$ cat src/bps_pkg.sv
// Shared types and constants of the Blinn-Phong fragment shading unit.
package bps_pkg;

   localparam int MUL_W   = 34;          // signed operand width of the shared multiplier
   localparam int PROD_W  = 2 * MUL_W;   // product width
   localparam int SQ_W    = 64;          // radicand width of the square root unit
   localparam int ROOT_W  = 32;          // root width
   localparam int DIV_W   = 46;          // dividend and remainder width of the divider
   localparam int QUO_W   = 15;          // quotient width, unit components reach 16384
   localparam int VERT_COUNT = 3;

   localparam logic MODE_LOAD  = 1'b0;
   localparam logic MODE_SHADE = 1'b1;

   typedef enum logic [2:0] {
      REG_LIGHT_X = 3'd0,
      REG_LIGHT_Y = 3'd1,
      REG_LIGHT_Z = 3'd2,
      REG_EYE_X   = 3'd3,
      REG_EYE_Y   = 3'd4,
      REG_EYE_Z   = 3'd5
   } csr_reg_type;

   typedef struct packed {
      logic               mode;
      logic        [1:0]  vertex_slot;
      logic signed [31:0] world_x;
      logic signed [31:0] world_y;
      logic signed [31:0] world_z;
      logic signed [15:0] norm_x;
      logic signed [15:0] norm_y;
      logic signed [15:0] norm_z;
      logic        [16:0] weight_first;
      logic        [16:0] weight_second;
      logic        [16:0] weight_third;
      logic        [23:0] texel_rgb;
   } req_payload_type;

   typedef struct packed {
      logic [7:0] red;
      logic [7:0] green;
      logic [7:0] blue;
      logic       clipped;
   } rsp_payload_type;

endpackage

$ cat src/bps_mul.sv
// Shared signed multiplier with a registered product.
module bps_mul (
   input  logic                               clock,
   input  logic signed [bps_pkg::MUL_W-1:0]  a,
   input  logic signed [bps_pkg::MUL_W-1:0]  b,
   output logic signed [bps_pkg::PROD_W-1:0] p
);
   import bps_pkg::*;

   logic signed [PROD_W-1:0] p_ff;

   always_ff @(posedge clock) begin
      p_ff <= a * b;
   end

   assign p = p_ff;

endmodule

$ cat config.mk
export PLATFORM = sky130hd
export DESIGN_NAME = bps_mul
export DESIGN_NICKNAME = d
export VERILOG_FILES = /design/src/bps_pkg.sv /design/src/bps_mul.sv
export SDC_FILE = /design/constraint.sdc
export NUM_CORES = 2
export LEC_CHECK = 0
export ABC_AREA = 1
export BUFFER_PORTS_ARGS = -buffer_cell sky130_fd_sc_hd__buf_2
export CORE_AREA = 4 4 345 211
export DETAILED_ROUTE_END_ITERATION = 8
export DIE_AREA = 0 0 349 215
export HOLD_SLACK_MARGIN = 0.06
export PLACE_DENSITY = 0.9
export SLEW_MARGIN = 40
export SYNTH_ARGS = -nofsm -noshare
export SYNTH_HDL_FRONTEND = slang
export SYNTH_SLANG_ARGS = --single-unit
$ cat constraint.sdc
create_clock -name clock -period 8.5 [get_ports clock]
set_clock_uncertainty 0.2 [all_clocks]
set_input_delay 0 -clock clock [delete_from_list [all_inputs] [get_ports clock]]
set_output_delay 0 -clock clock [all_outputs]
set_load 0.02 [all_outputs]
; Word-level counts from Yosys, hierarchy flattened
; Cells that the tools add are included.
[totals]
register_bits = 68
in_bits = 69
output_inout_bits = 68
word_cells = 2
[op_classes]
n_mul = 1
[op_table]
columns = cell, n
row1 = $mul 34x34->68, 1

; Depth between registers and ports, before layout
[logic_depth]
depth_word = 1
depth_mapped = 35
mapped_depth_nobuf = 33

; Worst setup path after synthesis
; No wires, ideal clock.
[synth_path]
path_kind = input-to-reg
start = input port a[33] (netlist bit)
end = register p_ff[66], in the netlist p[66]
arrival_time_ns = 6.711
t_required_ns = 8.188
path_slack_ns = 1.477
path_stages = 24
path_buffers = 2
path_cell_list = clkbuf_1 -> clkbuf_1 -> nand2_1 -> inv_1 -> fa_1 -> fa_1 -> fa_1 -> fa_1 -> inv_1 -> fa_1 -> fa_1 -> inv_1 -> fa_1 -> fa_1 -> ha_1 -> nand2_1 -> nor2_1 -> inv_1 -> nor2_2 -> nand2_1 -> nor3_1 -> nand2_2 -> nand3_1 -> nand2_1
[synth_via]
elab_chain_len = 1
[synth_lines]
columns = item, line_no
row1 = from (decl), bps_mul.sv:4  ; input logic signed [bps_pkg::MUL_W-1:0] a,
row2 = $mul 34x34->68, bps_mul.sv:13  ; p_ff <= a * b;
row3 = to (signal assigned), bps_mul.sv:13
row4 = to (decl), bps_mul.sv:10  ; logic signed [PROD_W-1:0] p_ff;
; No other way between the ends.

; Worst setup path after layout
[layout_path]
start = input port a[33] (netlist bit)
end = register p_ff[60], in the netlist p[60]
; Same word-level chain as after synthesis.

==> results.txt <==
Boundary Pins -> 137
H-tree Lvls -> 3
Worst Max-Slew Pin Slew -> 967 ps
Initial core utilization -> 66.5%
Root Driver -> clkbuf_16
Resized cells post-CTS -> 0
Sequential standard cell area -> 1360 um2
Die area -> 75000 um2
Syn Nets -> 7486
Placed instance count -> 6811
Met1 GRT Util -> 54.4%
Initial antenna violation count -> 6
Vias/cell -> 5.53
Reg clk slew, reported paths -> 60 ps
Syn Inst Count -> 5972
Slew HR -> 35.6%
Detailed-route via count -> 37800
Status -> finished, final reports clean
Multi-input combinational cell area -> 35900 um2
Post-synthesis sequential area ratio -> 2.95%
Synth Register Bits -> 68
Count leader, synth -> inv_1
Detail Placement HPWL -> 121000 um
Slew Limit Fails -> 0
PnR worst setup slack -> 956 ps
CORE AREA -> 69500 um2
FFs w/ async S/R, synth -> 0%
Post-route minimum period -> 7540 ps
CP startpoint kind -> input pin
Crit path kind -> in -> reg
Hold Crit Depth -> 4
DRC Markers -> 0
Layout area overhead -> 3.54%
Arrival time worst endpoint -> 7580 ps
Busiest grt layer -> met2
CTS tree -> built
Area contributors post-synth -> fa_1, inv_1, nand2_1, ha_1, dfxtp_1
1st-iter DRT viols -> 4576
First-pass GRT wire length -> 229000 um
Period utilization -> 88.8%
Final Hold Fails -> 0
Met2 usage -> 56.3%
Top post-synthesis cells by count -> inv_1, nand2_1, fa_1, clkbuf_1, ha_1
Endpoint, Worst Hold -> p[0]
Synthesized area per cell -> 7.74 um2
Post-synth cell types -> 32
Fillers -> 5232
DRT antenna net count -> 0
Routability Congestion -> 1.07
Vias in the first global route -> 41400
Die W -> 349 um
Maximum clock frequency -> 133 MHz
CTS Buf Count -> 9
First-pass DRT Iterations -> 7
Endpoints failing setup -> 0
YS warnings -> 0
Clock Path Buffers -> 2
Max-cap violations -> 0
EDFF count, synth -> 0
Predominant post-synthesis flop cell -> dfxtp_1
All-Layer GR Usage -> 40.1%
Die Height -> 215 um
Max FFs per register -> 68
Yosys top cell area share -> 53.7%
I/O Buffers -> 136
Post-Syn Area -> 46200 um2
Setup TNS -> 0 ps
Final global-route overflow total -> 0
Final Util -> 68.8%
Post-Layout Cell Count -> 6832
Clock sinks -> 68
Postcts setup bufs -> 0
RSZ-0062 raised after global routing -> no
Wire length per cell -> 21.3 um
GR Layer Usage met3 -> 21.2%
Total detailed-routing wirelength -> 146000 um
DP Worst Slack -> 772 ps
Share of cells above drive strength 1 -> 4.47%
Hold path start -> b[0]
Largest net degree at the start of global routing -> 35
Hold Path Class -> in -> reg
Worst setup EP type -> flip-flop
Worst Path Required -> 8540 ps
Area leader, netlist -> fa_1
Final #Nets -> 7412
Hold bufs inserted after CTS -> 0
Row count -> 75
Crit-path max FO -> 20
-- area by class of cell --
cell class	instances	area share, %
diodes	5	0.0261
flip-flops and latches	68	2.84
well taps	924	2.42
clock buffers	9	0.471
clock inverters	7	0.259
inverters	2119	16.6
repair buffers	186	2.37
multi-input cells	3514	75.0
-- worst max path at each step --
stage               startpoint    end  cells after the start  slack (ps)
finish                   a[33]  p[60]                     26         960
global route             a[33]  p[61]                     26         580
CTS                      a[33]  p[60]                     26        1110
detailed placement       a[33]  p[60]                     26         770
global placement         a[33]  p[60]                     26         930
floorplan                a[33]  p[66]                     24        1480
-- cells in the final DEF, fill, tap and decap left out, drive strengths merged, types with 3 or more instances in the layout --
cell type / count
nor3: 22
or2: 8
ha: 204
bufinv: 3
nor2: 124
diode: 5
clkbuf: 9
fa: 1241
nand3b: 3
a21oi: 63
nand2: 1683
dfxtp: 68
buf: 186
o21bai: 11
inv: 2120
nand3: 77
nand4: 19
o21ai: 19
xor2: 33
-- metal layers --
metal | vias up | part of all wire (%)
met1 | 18200 | 36
met4 | 4 | 3.7
met2 | 3173 | 40
li1 | 15900 | -
met3 | 528 | 19
met5 | - | 0.026
-- worst max-delay path, stage by stage --
cell     delay (ps)
buf_2           410
nand2_1         270
inv_1           160
fa_1            400
inv_1           230
fa_1            540
inv_1           180
fa_1            490
fa_1            730
buf_4           320
fa_1            520
inv_1            60
fa_1            570
fa_1            440
fa_1            520
inv_1            50
ha_1            470
nand2_1         210
nor2_1          200
inv_1            80
nor2_1          190
nand2_1          90
nor3_1          170
nand2_1         110
nand4_1          80
nand2_1          60
-- metrics by stage --
| step | cell area [um2] | hold slack (ps) |
|---|---|---|
| floorplan | 46200 | 79.0 |
| global placement | 47400 | 217 |
| detailed placement | 47500 | 215 |
| CTS | 47800 | 199 |
| global route | 47900 | 228 |
| finish | 47900 | 259 |
-- logic make-up after synthesis --
logic type	count (synthesis)	synth area share [%]
buf+inv	2390	19.4
simple gates	1939	16.6
fa+ha+maj	1445	59.3
compound gates	95	1.13
flops	68	2.95
xor+xnor	35	0.663
Power is left out: the tool's default activity adds up to more than one toggle a clock period on the data nets, which glitch-free logic cannot reach.
