### config.mk
export PLATFORM = sky130hd
export DESIGN_NAME = bps_sqrt
export DESIGN_NICKNAME = d
export VERILOG_FILES = /design/src/bps_pkg.sv /design/src/bps_sqrt.sv
export SDC_FILE = /design/constraint.sdc
export NUM_CORES = 1
export LEC_CHECK = 0
export BUFFER_PORTS_ARGS = -buffer_cell sky130_fd_sc_hd__buf_2
export CORE_UTILIZATION = 63
export DETAILED_ROUTE_END_ITERATION = 12
export GPL_TIMING_DRIVEN = 0
export PLACE_DENSITY_LB_ADDON = 0.15
export SLEW_MARGIN = 20
export SYNTH_ARGS = -nofsm -noshare
export SYNTH_HDL_FRONTEND = slang
export SYNTH_SLANG_ARGS = --single-unit
export TNS_END_PERCENT = 5
### constraint.sdc
create_clock -name clock -period 20.5 [get_ports clock]
set_input_delay 6.15 -clock clock [delete_from_list [all_inputs] [get_ports clock]]
set_output_delay 6.15 -clock clock [all_outputs]
set_load 0.1 [all_outputs]
### src/bps_pkg.sv
// Shared types and constants of the Blinn-Phong fragment shading unit.
package bps_pkg;

   localparam int MUL_W   = 34;          // signed operand width of the shared multiplier
   localparam int PROD_W  = 2 * MUL_W;   // product width
   localparam int SQ_W    = 64;          // radicand width of the square root unit
   localparam int ROOT_W  = 32;          // root width
   localparam int DIV_W   = 46;          // dividend and remainder width of the divider
   localparam int QUO_W   = 15;          // quotient width, unit components reach 16384
   localparam int VERT_COUNT = 3;

   localparam logic MODE_LOAD  = 1'b0;
   localparam logic MODE_SHADE = 1'b1;

   typedef enum logic [2:0] {
      REG_LIGHT_X = 3'd0,
      REG_LIGHT_Y = 3'd1,
      REG_LIGHT_Z = 3'd2,
      REG_EYE_X   = 3'd3,
      REG_EYE_Y   = 3'd4,
      REG_EYE_Z   = 3'd5
   } csr_reg_type;

   typedef struct packed {
      logic               mode;
      logic        [1:0]  vertex_slot;
      logic signed [31:0] world_x;
      logic signed [31:0] world_y;
      logic signed [31:0] world_z;
      logic signed [15:0] norm_x;
      logic signed [15:0] norm_y;
      logic signed [15:0] norm_z;
      logic        [16:0] weight_first;
      logic        [16:0] weight_second;
      logic        [16:0] weight_third;
      logic        [23:0] texel_rgb;
   } req_payload_type;

   typedef struct packed {
      logic [7:0] red;
      logic [7:0] green;
      logic [7:0] blue;
      logic       clipped;
   } rsp_payload_type;

endpackage

### src/bps_sqrt.sv
// Iterative integer square root, one result bit per cycle.
module bps_sqrt (
   input  logic                         clock,
   input  logic                         reset,
   input  logic                         start,
   input  logic [bps_pkg::SQ_W-1:0]    radicand,
   output logic                         done,
   output logic [bps_pkg::ROOT_W-1:0]  root
);
   import bps_pkg::*;

   logic            busy_ff;
   logic            done_ff;
   logic [SQ_W-1:0] rem_ff;
   logic [SQ_W-1:0] res_ff;
   logic [SQ_W-1:0] bit_ff;
   logic [SQ_W-1:0] trial;

   assign trial = res_ff + bit_ff;

   always_ff @(posedge clock) begin
      if (reset) begin
         busy_ff <= 1'b0;
         done_ff <= 1'b0;
      end else begin
         done_ff <= 1'b0;
         if (start) begin
            busy_ff <= 1'b1;
            rem_ff  <= radicand;
            res_ff  <= '0;
            bit_ff  <= SQ_W'(1) << (SQ_W - 2);
         end else if (busy_ff) begin
            if (rem_ff >= trial) begin
               rem_ff <= rem_ff - trial;
               res_ff <= (res_ff >> 1) + bit_ff;
            end else begin
               res_ff <= res_ff >> 1;
            end
            bit_ff <= bit_ff >> 2;
            if (bit_ff == SQ_W'(1)) begin
               busy_ff <= 1'b0;
               done_ff <= 1'b1;
            end
         end
      end
   end

   assign done = done_ff;
   assign root = res_ff[ROOT_W-1:0];

endmodule

== Yosys cells after proc, flatten, opt, wreduce, memory -nomap -nowiden ==
Cells that the tools add are included.
Word-level totals
  bits in registers: 162
  input port bits: 67
  output and inout bits: 33
  logic and storage cells: 27
Operators by class
  add/sub/neg operators: 3
  magnitude comparators: 1
  equality and inequality tests: 1
  muxes and demuxes: 10
  bitwise gates (word level): 2
  reduce and logical (&&, ||, !) cells: 5
Operators by type and width (number)
  64-bit two-way mux: 5
  63-bit by 63-bit adder with 64-bit output: 1
  64-bit by 63-bit adder with 64-bit output: 1
  64-bit greater-or-equal comparator: 1
  64-bit subtractor: 1
  63-bit two-way mux: 1
  32-bit by 1-bit == test with 1-bit output (second input constant): 1
  1-bit two-way mux: 4
  2-bit nonzero test: 2
  3-bit AND reduction: 1
  3-bit OR reduction: 1
  1-bit inverter: 2
  2-bit AND reduction: 1

== Longest topological paths before layout ==
  depth in word-level cells: 5
  mapped depth: 27
  mapped depth without buffers: 25

== Worst setup path after synthesis ==
No wires, ideal clock.
  path type: input -> register
  start point: in start
  end point: reg rem_ff[0] (enable)
  library setup time: 584 ps
  data arrival time: 15691 ps
  required time: 19916 ps
  setup slack: 4225 ps
  stages: 5
  buffers on the path: 2
  cell sequence: clkbuf_1 > clkbuf_1 > nor2_1 > nor2_1 > a21boi_0
Between the ends
  word-level cells in the longest chain between the ends: 2
  elaborated cells between the ends (all ways): 3
  classes of those cells: 3 x reduce/logical
RTL lines
  from (decl): RTL line bps_sqrt.sv:5  | input logic start,
  2-bit nonzero test (no line)
  3-bit AND reduction (no line) *
  to (signal assigned): RTL line bps_sqrt.sv:29  | rem_ff <= radicand;
  to (signal assigned): RTL line bps_sqrt.sv:34  | rem_ff <= rem_ff - trial;
  to (decl): RTL line bps_sqrt.sv:14  | logic [SQ_W-1:0] rem_ff;
Every way passes the cells marked *; elsewhere a longest branch is shown, timed or not.
A chain may end at the register's enable or synchronous reset.

== Worst setup path in the final report ==
  start point: in start
  end point: reg rem_ff[31] (enable)
The elaborated chain is that of the path after synthesis.

==> metrics.yaml <==
sta:
  rsz0062_at_grt: "false"
  hold_violations: 0
  max_freq_ghz: 0.104
  final-setup-viol-count: 0
  final.period_utilization_pct: 46.9
  worst_pin_slew_ns: 1.12
  period_minus_slack_ns: 9.61
  slew_headroom_pct: 25.5
  worst_slack_ns: 10.89
  timing_max_transition_violations_final: 0
  finClkSkew_ns: 0.0170
  setup-tns-final_ns: 0
layout:
  drive_above_1_share_pct: 12.6
  area_growth_syn_to_layout_pct: 10.7
  nFillCells: 1897
  nNetsFinal: 2057
  design_area_um2: 16600
  n_antenna_cell: 0
floorplanning:
  num_io_pins: 100
  dieArea_um2: 24500
  die_x_um: 156
  initial_core_util_pct: 64.1
  core_area_um2: 23500
  die_y_um: 156
  placementRows: 56
clock_network:
  ctsHoldBuffers: 0
  clk_latency_ns: 0.44
  cts_root_buf: "clkbuf_16"
  cts_buffer_depth: 2
  clkTransAtPathRegs_ns: 0.06
  cts.sinks: 162
  ctsResizeCount: 0
  numCtsBuffers: 17
  htreeDepth: 4
  post-cts-setup-buffer-count: 0
  cts_tree: "yes"
global_routing:
  antenna_found_initial: 0
  grt_max_degree: 30
  track_usage_pct: 38.0
  grt_pass1_wl_mm: 70.8
  grt_pass1_vias: 13100
  grt-ovfl-total: 0
drt:
  drc: 0
  routed_wl_mm: 46.1
  vias: 14200
  ant_nets: 0
  routedWlPerCell_um: 21.1
  dr.pass1.iters: 8
  viasPerCell: 6.46
  drt_iter0_drc: 1601
synth:
  synth_enable_flop_cells: 160
  synth.top_cell.area_share_pct: 32.0
  yosys_warnings: 0
  synth_top_cells_by_area: "edfxtp_1 32%, ha_1 11%, o21ai_0 5.3%"
  synth.largest_area_cell: "edfxtp_1"
  netlist_instances: 1735
  synth_nets: 1933
  netlist_area_um2: 15000
  synth-main-ff-cell: "edfxtp_1"
  ys_ff_latch: 162
  async_flop_share_pct: 0
  seq_area_frac_synth_pct: 32.2
  synth.avg_cell_area_um2: 8.67
  ys_types: 81
pwr:
  p_leak_nw: 6.45
  sw_frac_of_total_pct: 44.5
  powerDensity_nw_per_um2: 96.6
  p_int_w: 0.000893
  peakVddDrop_uv: 81.9
  p_clk_share_pct: 19.9
  power_w: 0.00161
  p_switching_w: 0.000715
  seq_power_share_pct: 29.1
  p_comb_share_pct: 51.1
critical_path:
  crit_path_top_delay_cell: "clkbuf_1"
  worstPathCellList: "buf_2, clkbuf_1, clkbuf_1, nor2_1, nor2_4, buf_12, a21boi_4, buf_16, buf_16"
  path_class: "in2reg"
  critical-path-top-delay-family: "buffers and inverters"
  setup.worst_path.end_class: "flop"
  crit_buf_inv: 6
  cp_data_required_time_ns: 20.64
  cp_slowest_stage_delay_ns: 0.79
  crit_arrival_ns: 9.75
  cp-start-kind: "primary input"
  critPathMaxFanout: 27
placed_design:
  hpwl_mm: 35.6
  dpl-instance-area_um2: 16100
  place_congestion: 1.05
  port_buffers: 99
  dp_slack_ns: 10.43
min_path:
  hold_path_class: "reg2reg"
status:
  status: "finished, final reports clean"
flow_run:
  maxCapViolCount: 0
cells in the mapped netlist, drive strengths merged (15+ instances only):
cell type    n
nand3       34
clkbuf      57
nand2      181
inv         38
nor2b       53
nor2       147
and2        16
ha         130
xor2        82
a31oi       66
a31o        17
edfxtp     160
buf         45
o21ai      169
xnor2       87
a211oi      26
nor4        15
a21oi      122
a21o        45
nand4       37
nor3        29
o21bai      31
through the flow:
step,instances,utilization [%],hold WS (ns)
global route,2190,70.9,0.569
detailed placement,2159,68.6,0.553
floorplan,1735,-,0.464
global placement,2153,67.9,0.513
CTS,2190,70.9,0.557
finish,2190,70.9,0.562
worst register-to-register path: stages, from the launching register on:
cell	delay [ns]
edfxtp_1	0.51
ha_1	0.40
a31o_2	0.19
a31oi_1	0.14
o21ai_0	0.66
a21oi_1	0.33
o2111ai_1	0.45
nand2_1	0.20
nor3_1	0.50
a21o_1	0.27
a31o_2	0.19
xnor2_1	0.15
ha_1	0.41
nand2_1	0.13
nor2_1	0.26
and2_1	0.22
nand2_1	0.08
nor2_1	0.20
a21oi_1	0.09
o32ai_1	0.58
nor2_1	0.22
buf_2	0.28
buf_4	0.24
a21boi_4	0.56
buf_16	0.24
buf_16	0.19
power groups by stage:
| stage | clock network [W] | logic [W] | registers, W |
|---|---|---|---|
| 5_1_grt | 0.000329 | 0.000894 | 0.000471 |
| 6_report | 0.000320 | 0.000821 | 0.000468 |
| 4_1_cts | 0.000318 | 0.000803 | 0.000466 |
| 2_1_floorplan | 0 | 0.000611 | 0.000459 |
| 3_5_place_dp | 0 | 0.000798 | 0.000472 |
| 3_3_place_gp | 0 | 0.000772 | 0.000478 |
area by class of cell:
cell class / instances / area [um^2] / share of cell area (%)
well taps: 319 / 399 / 2.40
flip-flops and latches: 162 / 4840 / 29.1
multi-input cells: 1433 / 9540 / 57.3
repair buffers: 105 / 638 / 3.83
clock buffers: 17 / 425 / 2.56
plain buffers: 102 / 523 / 3.14
clock inverters: 14 / 129 / 0.774
inverters: 38 / 143 / 0.857
final timing paths:
path | end | from | slack [ns] | depth (start not counted)
setup / recovery | rem_ff[31] | start | 10.89 | 9
hold / removal | done | busy_ff | 0.56 | 1
setup reg to reg | rem_ff[31] | res_ff[2] | 12.50 | 25
hold reg to reg | done | busy_ff | 0.56 | 1
metal layers:
metal	global-route usage (%)	vias to the layer above	wire length [um]	share of wire [%]
met5	0	-	0	0
met4	12.2	0	1270	2.8
met3	7.45	89	4460	9.7
met1	53.9	6638	20400	44
li1	-	6668	-	-
met2	58.1	756	20100	43
kinds of logic after synthesis:
| family | after synthesis | share of synthesized area (%) |
|---|---|---|
| simple gates | 565 | 18.0 |
| compound gates | 559 | 24.0 |
| xor+xnor | 169 | 9.85 |
| flops | 162 | 32.2 |
| buf+inv | 140 | 4.43 |
| fa+ha+maj | 131 | 11.0 |
| mux | 9 | 0.632 |
cell usage in the layout, fill, tap and decap left out, types with 14 or more instances in the layout:
cell type  instances
buf_2            109
nand3_1           34
nor2_1           146
ha_1             130
nor3_1            29
inv_1             37
clkbuf_16         17
a21o_1            45
nor4_1            14
buf_4             34
xor2_1            82
nand4_1           36
clkbuf_1          57
o21bai_1          31
a31o_2            17
a21oi_1          119
a211oi_1          25
nand2_1          181
xnor2_1           87
nor2b_1           53
o21ai_0          159
and2_1            15
a31oi_1           65
edfxtp_1         160
state kept, by name (all words and copies together) (netlist names):
register  cells
done          1
res_ff       64
rem_ff       64
busy_ff       1
bit_ff       32
(Power assumes the default switching activity.)
