==> config.mk <==
export PLATFORM = sky130hd
export DESIGN_NAME = bps_div
export DESIGN_NICKNAME = d
export VERILOG_FILES = /design/src/bps_pkg.sv /design/src/bps_div.sv
export SDC_FILE = /design/constraint.sdc
export NUM_CORES = 1
export LEC_CHECK = 0
export ABC_AREA = 1
export BUFFER_PORTS_ARGS = -buffer_cell sky130_fd_sc_hd__buf_2
export CAP_MARGIN = 10
export CORE_MARGIN = 2
export CORE_UTILIZATION = 65
export CTS_BUF_LIST = sky130_fd_sc_hd__clkbuf_16
export CTS_CLUSTER_SIZE = 24
export DETAILED_ROUTE_END_ITERATION = 6
export PLACE_DENSITY = 0.94
export SKIP_LAST_GASP = 1
export SLEW_MARGIN = 30
export SYNTH_ARGS = -nofsm -noshare
export SYNTH_HDL_FRONTEND = slang
export SYNTH_SLANG_ARGS = --single-unit
==> constraint.sdc <==
create_clock -name clock -period 12.26 [get_ports clock]
set_clock_uncertainty 0.15 [all_clocks]
set_input_delay 3.065 -clock clock [delete_from_list [all_inputs] [get_ports clock]]
set_output_delay 3.065 -clock clock [all_outputs]
set_load 0.02 [all_outputs]
==> src/bps_pkg.sv <==
// Shared types and constants of the Blinn-Phong fragment shading unit.
package bps_pkg;

   localparam int MUL_W   = 34;          // signed operand width of the shared multiplier
   localparam int PROD_W  = 2 * MUL_W;   // product width
   localparam int SQ_W    = 64;          // radicand width of the square root unit
   localparam int ROOT_W  = 32;          // root width
   localparam int DIV_W   = 46;          // dividend and remainder width of the divider
   localparam int QUO_W   = 15;          // quotient width, unit components reach 16384
   localparam int VERT_COUNT = 3;

   localparam logic MODE_LOAD  = 1'b0;
   localparam logic MODE_SHADE = 1'b1;

   typedef enum logic [2:0] {
      REG_LIGHT_X = 3'd0,
      REG_LIGHT_Y = 3'd1,
      REG_LIGHT_Z = 3'd2,
      REG_EYE_X   = 3'd3,
      REG_EYE_Y   = 3'd4,
      REG_EYE_Z   = 3'd5
   } csr_reg_type;

   typedef struct packed {
      logic               mode;
      logic        [1:0]  vertex_slot;
      logic signed [31:0] world_x;
      logic signed [31:0] world_y;
      logic signed [31:0] world_z;
      logic signed [15:0] norm_x;
      logic signed [15:0] norm_y;
      logic signed [15:0] norm_z;
      logic        [16:0] weight_first;
      logic        [16:0] weight_second;
      logic        [16:0] weight_third;
      logic        [23:0] texel_rgb;
   } req_payload_type;

   typedef struct packed {
      logic [7:0] red;
      logic [7:0] green;
      logic [7:0] blue;
      logic       clipped;
   } rsp_payload_type;

endpackage

==> src/bps_div.sv <==
// Restoring divider, one quotient bit per cycle, quotient known to fit QUO_W bits.
module bps_div (
   input  logic                         clock,
   input  logic                         reset,
   input  logic                         start,
   input  logic [bps_pkg::DIV_W-1:0]   dividend,
   input  logic [bps_pkg::ROOT_W-1:0]  divisor,
   output logic                         done,
   output logic [bps_pkg::QUO_W-1:0]   quotient
);
   import bps_pkg::*;

   logic                     busy_ff;
   logic                     done_ff;
   logic [DIV_W-1:0]         rem_ff;
   logic [DIV_W-1:0]         dsr_ff;
   logic [QUO_W-1:0]         quo_ff;
   logic [$clog2(QUO_W)-1:0] step_ff;

   always_ff @(posedge clock) begin
      if (reset) begin
         busy_ff <= 1'b0;
         done_ff <= 1'b0;
      end else begin
         done_ff <= 1'b0;
         if (start) begin
            busy_ff <= 1'b1;
            rem_ff  <= dividend;
            dsr_ff  <= DIV_W'(divisor) << (QUO_W - 1);
            quo_ff  <= '0;
            step_ff <= ($clog2(QUO_W))'(QUO_W - 1);
         end else if (busy_ff) begin
            if (rem_ff >= dsr_ff) begin
               rem_ff <= rem_ff - dsr_ff;
               quo_ff <= {quo_ff[QUO_W-2:0], 1'b1};
            end else begin
               quo_ff <= {quo_ff[QUO_W-2:0], 1'b0};
            end
            dsr_ff <= dsr_ff >> 1;
            if (step_ff == '0) begin
               busy_ff <= 1'b0;
               done_ff <= 1'b1;
            end else begin
               step_ff <= step_ff - 1'b1;
            end
         end
      end
   end

   assign done     = done_ff;
   assign quotient = quo_ff;

endmodule

-- Word-level counts from Yosys, hierarchy flattened
Cells that the tools add are included.
W data, S select, Z words.
- logic and storage cells: 33
- register bits after elaboration: 113
- input port bits: 81
- bitwise logic cells: 2
- muxes and demuxes: 13
- equality and inequality tests: 1
- magnitude comparators: 1
- reductions and logical operators: 7
- $add $sub $neg: 2
- operators with widths (cell ; count):
    $mux W46 ; 5
    $ge A46 B46 Y1 ; 1
    $sub A46 B46 Y46 ; 1
    $mux W15 ; 1
    $mux W4 ; 2
    $reduce_and A3 Y1 ; 2
    $mux W1 ; 5
    $logic_not A4 Y1 ; 1
    $reduce_bool A2 Y1 ; 2
    $sub A4 B1 Y4 const B ; 1
    $reduce_or A3 Y1 ; 1
    $ne A2 B2 Y1 const B ; 1
    $not A1 Y1 ; 2
    $reduce_and A2 Y1 ; 1

-- Logic depth before layout (Yosys ltp)
Gate-level depths: netlist of run 1.
- depth after elaboration: 4
- gate-level depth with buffers: 16
- depth with buffers taken out: 16

-- Least setup slack after synthesis of run 1
Ideal clock, no wire load.
- path type: input-to-reg
- start point: in start
- end point: reg rem_ff[0], enable pin
- required time: 11.709 ns
- arrival time: 7.548 ns
- path buffers: 1
- slack: 4.162 ns
- cell stages on the path: 5
- library setup time: 0.401 ns
- path through: buf_2 inv_2 a21oi_1 nand2_1 inv_1
- word-level cells in the longest chain between the ends: 2
- RTL lines (element ; line ; source):
    from (decl) ; bps_div.sv:5 ; input logic start,
    $reduce_bool A2 Y1 (no source line) ; -- ;
    $reduce_and A3 Y1 (no source line) * ; -- ;
    to (signal assigned) ; bps_div.sv:28 ; rem_ff <= dividend;
    to (signal assigned) ; bps_div.sv:34 ; rem_ff <= rem_ff - dsr_ff;
    to (decl) ; bps_div.sv:15 ; logic [DIV_W-1:0] rem_ff;
Every way passes the cells marked *; elsewhere a longest branch is shown, timed or not.
A chain may end at the register's enable or synchronous reset.

-- Worst setup path in the final report of run 1
- start point: in start
- end point: reg rem_ff[11], enable pin
The elaborated chain is that of the path after synthesis.

==> results.sh, run 1 <==
export IMPL_coreArea_um2=13200
export IMPL_finalHoldViolCount=0
export IMPL_io_buffers=96
export IMPL_stdcell_count=1546
export IMPL_yosysSeqAreaShare=0.385
export IMPL_cts_tree="done"
export IMPL_ir_drop_uv=86.4
export IMPL_crit_path_frequent_cell="buf_4"
export IMPL_p_total_uw=1370
export IMPL_place_gp_congestion=0.984
export IMPL_grt_ovfl_total=0
export IMPL_dp_hpwl_um=18200
export IMPL_cp_required_ns=12.21
export IMPL_max_slew_margin_rel=0.366
export IMPL_cts_buffer_depth=2
export IMPL_tns_ns=0
export IMPL_post_cts_buffers=0
export IMPL_first_iter_violations=709
export IMPL_wl_um=23800
export IMPL_slowest_stage="inv_1"
export IMPL_vias_per_cell=5.29
export IMPL_syn_to_final_growth_pct=14.3
export IMPL_fillers=1038
export IMPL_cts_sinks=113
export IMPL_critPathCaptureType="flip-flop"
export IMPL_status="completed"
export IMPL_synthDistinctLibCells=36
export IMPL_multi_input_area_um2=4310
export IMPL_leakagePower_uw=0.00524
export IMPL_min_period_ns=5.69
export IMPL_dieHeight_um=120
export IMPL_rsz0062_at_grt="false"
export IMPL_cts_buffers=17
export IMPL_most_common_layout_cells="464 x nand2_1, 253 x inv_1, 111 x edfxtp_1"
export IMPL_path_buf_inv=4
export IMPL_nNetsFinal=1487
export IMPL_clkLatencyLatePin_ns=0.43
export IMPL_final_core_util=0.759
export IMPL_grt_usage=0.347
export IMPL_ys_warn_count=0
export IMPL_route_vias_total=8174
export IMPL_synth_top_area_frac=0.381
export IMPL_routedWlPerCell_um=15.4
export IMPL_layout_commonest_cell="nand2_1"
export IMPL_syn_inst=1260
export IMPL_worst_pin_slew_ns=0.950
export IMPL_finalCritPeriodShare=0.464
export IMPL_cap_violations=0
export IMPL_n_antenna_cell=0
export IMPL_cp_arrival_ns=5.63
export IMPL_cts_repair_resized=0
export IMPL_crit_type="primary input to flip-flop"
export IMPL_worst_hold_slack_ns=0.370
export IMPL_grt_pass1_wl_um=38500
export IMPL_slowest_delay_ns=0.68
export IMPL_clk_pin_slew_ns=0.05
export IMPL_first_pass_iters=5
export IMPL_synth_seq_cells=113
export IMPL_netlist_area_um2=8750
export IMPL_htreeDepth=4
export IMPL_seqCellArea_um2=3370
export IMPL_grt_pass1_vias=7905
export IMPL_synth_top_area_cell="edfxtp_1"
export IMPL_drc=0
export IMPL_drv_slew=0
export IMPL_startpoint_type="primary input"
export IMPL_hp_class="flip-flop to flip-flop"
export IMPL_powerDensity_nw_per_um2=137
export IMPL_die_w_um=120
export IMPL_die_area_um2=14400
export IMPL_num_rows=42
export IMPL_antenna_found_initial=0
export IMPL_synth_avg_cell_area_um2=6.95
export IMPL_mappedNetlistNets=1389
export IMPL_path_cells="buf_4, inv_2, a21oi_4, nand2_1, inv_1, buf_4"
export IMPL_io_pins=97
export IMPL_critPathTopFamily="buffers and inverters"
export IMPL_clockRootBuffer="clkbuf_16"
export IMPL_cts_hold_buf=0
export IMPL_synthTopCellsByArea="edfxtp_1 38%, nand2_1 20%, inv_1 11%"
export IMPL_ant_nets=0
export IMPL_max_freq_ghz=0.176
export IMPL_worstPathMaxFanout=78
export IMPL_grt_max_degree=82
export IMPL_initial_core_util=0.664
export IMPL_drive_above_1_share=0.158
export IMPL_setup_violations=0
export IMPL_post_place_cells=1515
[final timing paths]
check	start	endpoint	slack (ns)	depth (start not counted)
worst max-delay path	start	rem_ff[11]$_DFFE_PP_	6.57	6
worst min-delay path	busy_ff$_SDFF_PP0_	done$_SDFF_PP0_	0.37	2
worst max register to register	dsr_ff[0]$_SDFFCE_PP0P_	rem_ff[11]$_DFFE_PP_	8.47	16
worst min register to register	busy_ff$_SDFF_PP0_	done$_SDFF_PP0_	0.37	2
[Yosys cell counts]
master and instances:
nor2_4 10, clkinv_1 2, nand3_1 60, clkbuf_1 7, a21boi_0 2, and2_1 3
nand2_1 464, buf_2 4, xnor2_1 13, o21bai_1 6, a21oi_1 34, fa_1 1
o21ai_0 42, or2_2 5, ha_1 47, xor2_1 2, nor2_2 21, nor2_1 79
dfxtp_1 2, nand2_4 1, nand3b_1 5, inv_1 252, nor4_1 3, edfxtp_1 111
nand4_1 8, buf_1 9, nand2_2 29, nor3_1 3, a21oi_2 1, nand3_2 8
or2_1 3, nor3_2 1, inv_2 12, o21ai_1 8, o21bai_2 1, nor2b_1 1
[routing by layer]
metal | up-vias | routed length (µm) | global-route usage
met5 | - | 0 | 0
met1 | 3687 | 10300 | 0.462
li1 | 4084 | - | -
met2 | 348 | 11200 | 0.572
met4 | 0 | 518 | 0.118
met3 | 55 | 1810 | 0.0646
[flip-flops by register name, summed over array words and instances (netlist names)]
name	count
busy_ff	1
rem_ff	46
dsr_ff	46
quotient	15
done	1
step_ff	4
[logic make-up after synthesis]
logic type	after synthesis	synth area share
AO/OA/AOI/OAI	94	0.0572
XOR/XNOR	15	0.0150
adder cells (fa/ha/maj)	48	0.0695
buffers and inverters	286	0.123
flip-flops	113	0.385
AND/OR/NAND/NOR	704	0.350
[metrics by stage]
stage / instance area, µm² / worst slack (ns)
3_5_place_dp: 9410 / 6.13
6_report: 10000 / 6.57
2_1_floorplan: 8750 / 4.16
4_1_cts: 10000 / 6.59
3_3_place_gp: 9410 / 6.26
5_1_grt: 10000 / 6.33
[final cells by class]
| cell class | count | area share |
|---|---|---|
| clock buffer | 17 | 0.0425 |
| clock inverter | 14 | 0.0173 |
| inverter | 266 | 0.0998 |
| multi-input combinational | 861 | 0.431 |
| sequential | 113 | 0.337 |
| tap | 176 | 0.0220 |
| timing repair buffer | 99 | 0.0505 |
[report_power, final]
group | internal, µW | total [µW] | switching [µW]
registers | 466 | 476 | 9.85
clock network | 334 | 512 | 178
logic | 125 | 386 | 260
[worst min-delay path, delay by kind of cell (launching register included)]
family	cells	cell delay [ns]
buf+inv	1	0.11
flops	1	0.30
simple gates	1	0.07
Power figures use the tool's default switching activity.
==> run 2, diff against run 1 <==
Settings changed: CORE_UTILIZATION 65 to 54, PLACE_DENSITY 0.94 to 0.84.
Clock period 12.26 ns to 4.7 ns, I/O delays scaled along.
==> results.sh, run 2 (synthesized netlist as in run 1, its figures left out) <==
export IMPL_status="completed"
export IMPL_whs_path_depth=2
export IMPL_wl_um=22900
export IMPL_stdcell_count=1589
export IMPL_post_cts_buffers=0
export IMPL_syn_to_final_growth_pct=14.8
export IMPL_slowest_stage="buf_4"
export IMPL_powerDensity_nw_per_um2=347
export IMPL_cp_depth=17
export IMPL_hp_class="flip-flop to flip-flop"
export IMPL_layout_commonest_cell="nand2_1"
export IMPL_cts_buffers=17
export IMPL_cts_sinks=113
export IMPL_min_delay_start="busy_ff$_SDFF_PP0_"
export IMPL_coreArea_um2=15900
export IMPL_dp_hpwl_um=17900
export IMPL_route_vias_total=7995
export IMPL_cts_buffer_depth=2
export IMPL_timing_rr_start="rem_ff[0]$_DFFE_PP_"
export IMPL_worstPathMaxFanout=25
export IMPL_grt_max_degree=81
export IMPL_seq_power_share=0.355
export IMPL_setup_violations=0
export IMPL_first_pass_iters=5
export IMPL_slowest_delay_ns=0.44
export IMPL_crit_start="rem_ff[0]$_DFFE_PP_"
export IMPL_pwr_share_clk=0.361
export IMPL_ir_drop_uv=272
export IMPL_max_freq_ghz=0.309
export IMPL_cp_required_ns=4.64
export IMPL_dieHeight_um=131
export IMPL_worst_pin_slew_ns=0.848
export IMPL_die_area_um2=17200
export IMPL_cts_hold_buf=0
export IMPL_die_w_um=131
export IMPL_intPower_uw=2310
export IMPL_finalCritPeriodShare=0.689
export IMPL_grt_ovfl_total=0
export IMPL_grt_pass1_wl_um=37700
export IMPL_n_antenna_cell=0
export IMPL_antenna_found_initial=0
export IMPL_clkLatencyLatePin_ns=0.43
export IMPL_initial_core_util=0.551
export IMPL_power_frac_comb=0.284
export IMPL_cts_tree="done"
export IMPL_fillers=1479
export IMPL_tns_ns=0
export IMPL_switching_share=0.337
export IMPL_p_sw_uw=1170
export IMPL_drc=0
export IMPL_htreeDepth=4
export IMPL_crit_type="flip-flop to flip-flop"
export IMPL_most_common_layout_cells="464 x nand2_1, 252 x inv_1, 111 x edfxtp_1"
export IMPL_post_place_cells=1557
export IMPL_cts_repair_resized=0
export IMPL_vias_per_cell=5.03
export IMPL_critPathTopFamily="buffers and inverters"
export IMPL_max_slew_margin_rel=0.435
export IMPL_clockRootBuffer="clkbuf_16"
export IMPL_finalHoldViolCount=0
export IMPL_grt_usage=0.277
export IMPL_drive_above_1_share=0.162
export IMPL_startpoint_type="flip-flop"
export IMPL_clk_pin_slew_ns=0.06
export IMPL_path_cells="inv_1, ha_1, inv_1, fa_1, nand3_1, nand3_2, nand2_1, nand2_1, nand2_1, nand2_2, nand2_2, nand2_2, nand2_2, nand3_1, nand2_1, inv_2, buf_4"
export IMPL_r2r_worst_path_cells=17
export IMPL_first_iter_violations=636
export IMPL_io_pins=97
export IMPL_routedWlPerCell_um=14.4
export IMPL_grt_pass1_vias=7817
export IMPL_cp_arrival_ns=3.18
export IMPL_nNetsFinal=1489
export IMPL_ant_nets=0
export IMPL_cap_violations=0
export IMPL_rsz0062_at_grt="false"
export IMPL_io_buffers=96
export IMPL_path_buf_inv=4
export IMPL_num_rows=46
export IMPL_leakagePower_uw=0.00522
export IMPL_place_gp_congestion=0.998
export IMPL_drv_slew=0
export IMPL_critPathCaptureType="flip-flop"
export IMPL_min_period_ns=3.24
==> run 2: worst reg2reg max path, cell delays in order, from the launching register on <==
cell and delay, ns:
edfxtp_1 0.34, inv_1 0.06, ha_1 0.19, inv_1 0.13, fa_1 0.26, nand3_1 0.11
nand3_2 0.12, nand2_1 0.06, nand2_1 0.10, nand2_1 0.07, nand2_2 0.09, nand2_2 0.06
nand2_2 0.08, nand2_2 0.05, nand3_1 0.07, nand2_1 0.06, inv_2 0.43, buf_4 0.44
==> run 2: through the flow <==
step | cell area (µm²) | setup slack [ns] | util | hold WS [ns] | total power (µW)
final | 10000 | 1.46 | 0.632 | 0.389 | 3490
after global routing | 10000 | 1.23 | 0.632 | 0.423 | 3670
after CTS | 10000 | 1.10 | 0.632 | 0.389 | 3490
after global placement | 9480 | 1.30 | 0.596 | 0.353 | 2210
after detailed placement | 9480 | 1.15 | 0.596 | 0.371 | 2230
after floorplan | 8760 | 0.558 | - | 0.326 | 1960
==> run 2: layer usage <==
metal / vias to the layer above / global-route usage / routed length (µm)
met3: 43 / 0.0471 / 1320
met2: 240 / 0.446 / 10300
met5: - / 0 / 0
met4: 0 / 0.107 / 592
met1: 3627 / 0.375 / 10600
li1: 4085 / - / -
==> run 2: final cells by class <==
type | count | area [µm²] | share of cell area
Clock inverter | 15 | 144 | 0.0143
Tap cell | 216 | 270 | 0.0269
Multi-Input combinational cell | 861 | 4310 | 0.429
Clock buffer | 17 | 425 | 0.0424
Inverter | 266 | 998 | 0.0994
Sequential cell | 113 | 3370 | 0.336
Timing Repair Buffer | 101 | 520 | 0.0518
==> run 2: worst paths after layout <==
check | slack, ns | end
worst max register to register | 1.46 | rem_ff[39]$_DFFE_PP_
worst min register to register | 0.39 | done$_SDFF_PP0_
worst max-delay path | 1.46 | rem_ff[39]$_DFFE_PP_
worst min-delay path | 0.39 | done$_SDFF_PP0_
==> run 2: power by group through the flow <==
stage | registers [µW] | logic [µW] | clock network [µW]
finish | 1240 | 990 | 1260
global route | 1250 | 1110 | 1310
CTS | 1240 | 981 | 1270
detailed placement | 1260 | 974 | 0
global placement | 1250 | 954 | 0
floorplan | 1260 | 699 | 0
